<file path="config.mk">
export PLATFORM = sky130hd
export DESIGN_NAME = ic3_ctrl
export DESIGN_NICKNAME = d
export VERILOG_FILES = /design/src/sv/ic3_pkg.sv /design/src/sv/ic3_ctrl.sv
export SDC_FILE = /design/constraint.sdc
export NUM_CORES = 1
export LEC_CHECK = 0
export BUFFER_PORTS_ARGS = -buffer_cell sky130_fd_sc_hd__buf_2
export CAP_MARGIN = 20
export CORE_UTILIZATION = 44
export DETAILED_ROUTE_END_ITERATION = 12
export MAX_ROUTING_LAYER = met4
export PLACE_DENSITY_LB_ADDON = 0.05
export SLEW_MARGIN = 40
export SYNTH_ARGS = -nofsm -noshare
export SYNTH_HDL_FRONTEND = slang
export SYNTH_SLANG_ARGS = --single-unit
</file>
<file path="constraint.sdc">
create_clock -name clock -period 1.4 [get_ports clock]
set_input_delay 0.07 -clock clock [delete_from_list [all_inputs] [get_ports clock]]
set_output_delay 0.07 -clock clock [all_outputs]
set_load 0.02 [all_outputs]
</file>
<file path="src/sv/ic3_pkg.sv">
package ic3_pkg;

   localparam int LINE_MAX    = 1024;
   localparam int LINE_BITS   = $clog2(LINE_MAX);
   localparam int SLOT_COUNT  = 3;
   localparam int STORE_DEPTH = SLOT_COUNT * LINE_MAX;
   localparam int ADDR_BITS   = $clog2(STORE_DEPTH);
   localparam int PIXEL_BITS  = 16;
   localparam int WEIGHT_BITS = 16;
   localparam int KROW_BITS   = 3 * WEIGHT_BITS;
   localparam int ACC_BITS    = 36;
   localparam int KSUM_BITS   = 20;
   localparam int PROD_BITS   = WEIGHT_BITS + PIXEL_BITS + 1;
   localparam int ROW_BITS    = 16;
   localparam int COL_BITS    = 10;
   localparam int WIDTH_BITS  = 11;
   localparam int GRAY_BITS   = 16;
   localparam int DIV_STEPS   = ACC_BITS;
   localparam int DCNT_BITS   = $clog2(DIV_STEPS + 1);
   localparam int CSR_IDX_BITS = 3;

   localparam logic [CSR_IDX_BITS-1:0] CSR_KERNEL_TOP    = 3'd0;
   localparam logic [CSR_IDX_BITS-1:0] CSR_KERNEL_MIDDLE = 3'd1;
   localparam logic [CSR_IDX_BITS-1:0] CSR_KERNEL_BOTTOM = 3'd2;
   localparam logic [CSR_IDX_BITS-1:0] CSR_FRAME_WIDTH   = 3'd3;
   localparam logic [CSR_IDX_BITS-1:0] CSR_FRAME_HEIGHT  = 3'd4;
   localparam logic [CSR_IDX_BITS-1:0] CSR_GRAY_LIMIT    = 3'd5;

   typedef enum logic [2:0] {
      ST_IDLE,
      ST_PLAN,
      ST_TAPS,
      ST_DRAIN,
      ST_DIV_LOAD,
      ST_DIV_RUN,
      ST_OUT
   } ctrl_state_type;

   typedef struct packed {
      logic       accept;
      logic       tap_issue;
      logic       tap_first;
      logic [1:0] tap_row;
      logic [1:0] tap_col;
      logic       row_sel;
      logic       col_sel;
      logic       div_load;
   } cmd_type;

   typedef struct packed {
      logic row_prev_ok;
      logic row_cur_ok;
      logic col_prev_ok;
      logic col_cur_ok;
      logic div_done;
   } status_type;

endpackage

</file>
<file path="src/sv/ic3_ctrl.sv">
module ic3_ctrl (
   input  logic               clock,
   input  logic               reset,
   input  logic               req_valid,
   output logic               req_stall,
   output logic               rsp_valid,
   input  logic               rsp_stall,
   output logic               rsp_last_of_run,
   output ic3_pkg::cmd_type    cmd,
   input  ic3_pkg::status_type status
);
   import ic3_pkg::*;

   ctrl_state_type state_ff, state_in;
   logic [1:0] tap_row_ff, tap_row_in;
   logic [1:0] tap_col_ff, tap_col_in;
   logic       drain_ff, drain_in;
   logic       row_sel_ff, row_sel_in;
   logic       col_sel_ff, col_sel_in;
   logic       next_col, next_row;

   always_ff @(posedge clock) begin
      if (reset) begin
         state_ff   <= ST_IDLE;
         tap_row_ff <= '0;
         tap_col_ff <= '0;
         drain_ff   <= 1'b0;
         row_sel_ff <= 1'b0;
         col_sel_ff <= 1'b0;
      end else begin
         state_ff   <= state_in;
         tap_row_ff <= tap_row_in;
         tap_col_ff <= tap_col_in;
         drain_ff   <= drain_in;
         row_sel_ff <= row_sel_in;
         col_sel_ff <= col_sel_in;
      end
   end

   assign next_col = !col_sel_ff && status.col_cur_ok;
   assign next_row = !row_sel_ff && status.row_cur_ok;

   always_comb begin
      state_in   = state_ff;
      tap_row_in = tap_row_ff;
      tap_col_in = tap_col_ff;
      drain_in   = drain_ff;
      row_sel_in = row_sel_ff;
      col_sel_in = col_sel_ff;
      cmd           = '0;
      cmd.tap_row   = tap_row_ff;
      cmd.tap_col   = tap_col_ff;
      cmd.row_sel   = row_sel_ff;
      cmd.col_sel   = col_sel_ff;
      cmd.tap_first = (tap_row_ff == 2'd0) && (tap_col_ff == 2'd0);
      req_stall       = (state_ff != ST_IDLE);
      rsp_valid       = (state_ff == ST_OUT);
      rsp_last_of_run = !(next_col || next_row);
      unique case (state_ff)
         ST_IDLE: begin
            if (req_valid) begin
               cmd.accept = 1'b1;
               state_in   = ST_PLAN;
            end
         end
         ST_PLAN: begin
            if ((status.row_prev_ok || status.row_cur_ok) &&
                (status.col_prev_ok || status.col_cur_ok)) begin
               row_sel_in = !status.row_prev_ok;
               col_sel_in = !status.col_prev_ok;
               tap_row_in = 2'd0;
               tap_col_in = 2'd0;
               state_in   = ST_TAPS;
            end else begin
               state_in = ST_IDLE;
            end
         end
         ST_TAPS: begin
            cmd.tap_issue = 1'b1;
            if (tap_col_ff == 2'd2) begin
               tap_col_in = 2'd0;
               if (tap_row_ff == 2'd2) begin
                  drain_in = 1'b0;
                  state_in = ST_DRAIN;
               end else begin
                  tap_row_in = tap_row_ff + 2'd1;
               end
            end else begin
               tap_col_in = tap_col_ff + 2'd1;
            end
         end
         ST_DRAIN: begin
            drain_in = 1'b1;
            if (drain_ff) begin
               state_in = ST_DIV_LOAD;
            end
         end
         ST_DIV_LOAD: begin
            cmd.div_load = 1'b1;
            state_in     = ST_DIV_RUN;
         end
         ST_DIV_RUN: begin
            if (status.div_done) begin
               state_in = ST_OUT;
            end
         end
         ST_OUT: begin
            if (!rsp_stall) begin
               tap_row_in = 2'd0;
               tap_col_in = 2'd0;
               if (next_col) begin
                  col_sel_in = 1'b1;
                  state_in   = ST_TAPS;
               end else if (next_row) begin
                  row_sel_in = 1'b1;
                  col_sel_in = !status.col_prev_ok;
                  state_in   = ST_TAPS;
               end else begin
                  state_in = ST_IDLE;
               end
            end
         end
         default: state_in = ST_IDLE;
      endcase
   end

endmodule

</file>
# Word level (Yosys, flattened, before mapping)
# Index checks and enable logic that the tools add are counted.
# classes
n_reduce_logical	25
n_mux	34
n_eq_ne	19
n_addsub	2
# op_table
op	n
case mux 3 bit (7 select lines)	1
2-to-1 mux 3 bit	6
!= test 2 bit, second input constant	9
2-to-1 mux 2 bit	8
2-to-1 mux 1 bit	14
case mux 2 bit (3 select lines)	2
AND reduction 5 bit	2
== test 3 bit, second input constant	3
== test 3 x 2 -> 1 bit, second input constant	2
case mux 1 bit (2 select lines)	3
AND reduction 3 bit	2
AND reduction 6 bit	1
nonzero test 3 bit	2
zero test 1 bit	5
adder 2 x 1 -> 2 bit, second input constant	2
== test 2 bit, second input constant	2
logical AND 1 bit	4
zero test 2 bit	2
AND reduction 4 bit	1
nonzero test 2 bit	2
== test 3 x 1 -> 1 bit, second input constant	1
zero test 3 bit	1
logical OR 1 bit	3
!= test 3 x 1 -> 1 bit, second input constant	1
!= test 2 x 1 -> 1 bit, second input constant	1
# totals
out_inout_bits	13
reg_bits	10
elab_cells	86
in_bits	9

# Depth between registers and ports, before layout
# logic_depth
word_depth	6
ltp_mapped	6
ltp_nobuf	6

# Worst setup path after synthesis
# Ideal clock, no wire load.
# synth_timing
path_type	reg2reg
start	register tap_row_ff[0]
end	register state_ff[1]
n_path_buf	0
setup_time_ns	0.132
arrival_time_ns	1.548
synth_period_minus_slack_ns	1.679
slack_ns	-0.279
path_stages_with_launch	7
required_time_ns	1.268
path_cell_list	dfxtp_1 -> inv_1 -> ha_1 -> and4b_1 -> o311a_1 -> o32ai_1 -> o22ai_1
# synth_via
elab_chain_cells	3
# synth_rtl
item	line_no	rtl
start, declared	ic3_ctrl.sv:15	logic [1:0] tap_row_ff, tap_row_in;
start signal, assigned	ic3_ctrl.sv:32	tap_row_ff <= tap_row_in;
== test 2 bit	ic3_ctrl.sv:82	if (tap_row_ff == 2'd2) begin
!= test 2 bit (no source line)	n/a	
AND reduction 6 bit (no source line)	n/a	
end signal, assigned	ic3_ctrl.sv:31	state_ff <= state_in;
end, declared	ic3_ctrl.sv:14	ctrl_state_type state_ff, state_in;
# No other way between the ends.
# A chain may end at the register's enable or synchronous reset.

==> impl_metrics.ini <==
[cts]
ctsLongestPathBuffers = 2
cts_tree = built
insertion_delay_ps = 280
cts_sinks = 10
cts.clk_slew.worst_paths_ps = 80
clock-root-buffer = clkbuf_4
htree_levels = 1
numCtsBuffers = 3

[status]
violations = setup timing
status = finished, violations left

[yosys]
netlist_instances = 89
netlist_area_um2 = 726
ys_warn_count = 0
syn_nets = 100
avgSynthCellArea_um2 = 8.15
synth_edf_count = 0
synth_cell_types = 43
synth-seq-cells = 10
synth_seq_area_share_pct = 27.6
async_flop_share_pct = 0
synth_flop_cell = dfxtp_1

[worst_setup_path]
worstSetupPathType = reg2out
critical_path_peak_fanout = 12
cp_data_required_time_ps = 1330
crit_start = state_ff[0]$_SDFFE_PP0P_
rr_startpoint = tap_row_ff[0]$_SDFFE_PP0P_
critPathCaptureType = output pin
critPathLaunchType = flop
critPathArrivalTime_ps = 1380

[cells_and_area]
layoutNonFillerInstCount = 138
finalNetCount = 134
num_antenna_cells = 0
fin_util_pct = 69.0
layout_common_cells = 19 x buf_2, 13 x buf_4, 7 x inv_1
drive_above_1_share_pct = 47.5
mostFrequentLayoutCell = buf_2
area_growth_syn_to_layout_pct = 44.8

[floorplan]
coreArea_um2 = 1520
start_util_pct = 47.6
rows = 14
die_y_um = 42.6
die-area_um2 = 1820
ios = 22
die_x_um = 42.6

[sta]
final.setup.worst_slack_ps = -52.3
finalCriticalPeriod_ps = 1450
hold_viol = 0
fin_crit_sh_pct = 104
worst_slew_pin_slew_ps = 328
finalMaxSlewViolations = 0
clock_skew_ps = 6.20
fmax_ghz = 0.689
max-slew-margin-rel_pct = 77.9
rsz0062_at_grt = true
setup_viol = 3

[global_routing]
grt_pass1_wl_um = 2850
grt_max_degree = 13
grt_overflow_total = 0
grt_pass1_vias = 711
grt_usage_pct = 21.7
antenna_found_initial = 0

[power]
power.leakage_nw = 0.465
powerDensity_nw_per_um2 = 851
peakVddDrop_v = 0.000572

[run]
cap_violations = 0

[place]
dpl.hpwl_um = 1330
placed_cells = 132
io_buffer_count = 21
place.gp.congestion = 0.938

[worst_hold_path]
hold_path_class = in2reg
min_from = status[2]

[drt]
remaining_drc_errors = 0
via_per_inst = 5.94
drtPass1Iterations = 6
ant_nets = 0
wl_per_cell_um = 14.4
drt_iter0_drc = 20
drt_wl_total_um = 1990
vias = 820
-- critical path, cell delays in order, from the launching register on --
cell     delay (ps)
dfxtp_4         370
buf_6           140
or3_4           360
nor2_1           90
buf_4           140
-- timing repair --
item / 4_1_cts / 5_1_grt
setup buffers: 1 / 0
endpoints found under the setup margin: 7 / 7
hold buffers: 1 / 0
hold endpoints to repair: 1 / 0
gates cloned: 0 / 0
pin swaps: 5 / 3
resized for setup: 9 / 9
-- layout make-up --
type | count | area (um^2)
Inverter | 9 | 36.3
Clock buffer | 4 | 36.3
Tap cell | 16 | 20.0
Multi-Input combinational cell | 64 | 520
Timing Repair Buffer | 35 | 225
Fill cell | 121 | 473
Sequential cell | 10 | 213
-- through the flow --
step                      TNS [ps]  total power [mW]  hold WS [ps]  instance area (um^2)  setup slack (ps)
final                         -108             0.895          93.0                  1050             -52.3
after global routing          -312             0.934           104                  1050             -81.1
after CTS                    -46.6             0.872          91.3                  1010             -40.1
after detailed placement     -97.4             0.572           287                   926             -68.9
after global placement       -46.2             0.569           284                   926             -23.6
after floorplan              -1.27             0.486           181                   749             -1.27
-- cell usage after synthesis, types with 2 or more instances --
cell type,number,area [um^2]
ha_1,2,25.0
a22oi_1,2,15.0
buf_4,2,15.0
nand2_1,2,7.51
a21oi_1,3,15.0
o21a_1,2,15.0
nor3_1,4,20.0
o211a_1,2,20.0
nor2b_1,5,31.3
nand2b_1,2,12.5
o21ai_0,3,15.0
o21ai_1,4,20.0
nor2_1,7,26.3
inv_1,9,33.8
nand3b_1,2,15.0
clkbuf_1,2,7.51
dfxtp_1,10,200
-- path summary, 6_finish.rpt --
check / to / slack, ps / depth (start not counted)
setup / recovery: cmd[9] / -50 / 4
hold / removal: col_sel_ff$_SDFFE_PP0P_ / 90 / 3
setup reg to reg: state_ff[0]$_SDFFE_PP0P_ / -40 / 6
hold reg to reg: row_sel_ff$_SDFFE_PP0P_ / 480 / 2
-- where the power goes --
| part | internal [mW] | switching [mW] | leakage [nW] | total [mW] |
|---|---|---|---|---|
| clock | 0.158 | 0.119 | 0.0210 | 0.277 |
| sequential | 0.300 | 0.0174 | 0.0839 | 0.318 |
| combinational | 0.140 | 0.160 | 0.360 | 0.300 |
-- sequential cells by signal, indices dropped and copies added, names as in the netlist --
signal and cells:
col_sel_ff 1, tap_row_ff 2, row_sel_ff 1, state_ff 3
tap_col_ff 2, drain_ff 1
-- layer usage --
metal | track usage (%) | vias to the layer above | part of all wire (%)
met3 | 2.59 | 9 | 5.3
met4 | 16.9 | 0 | 3.0
li1 | - | 395 | -
met2 | 34.5 | 45 | 49
met1 | 24.4 | 371 | 43
met5 | - | - | 0
-- kinds of logic (layout without fill, tap and decap cells) --
| kind of cell | count (synthesis) | in the layout | share of synthesized area, % |
|---|---|---|---|
| adders and majority gates | 2 | 2 | 3.45 |
| and+or+nand+nor | 33 | 33 | 29.5 |
| buffers and inverters | 15 | 48 | 10.0 |
| DFF | 10 | 10 | 27.6 |
| AOI/OAI and AO/OA | 29 | 29 | 29.5 |
(Power assumes the default switching activity.)
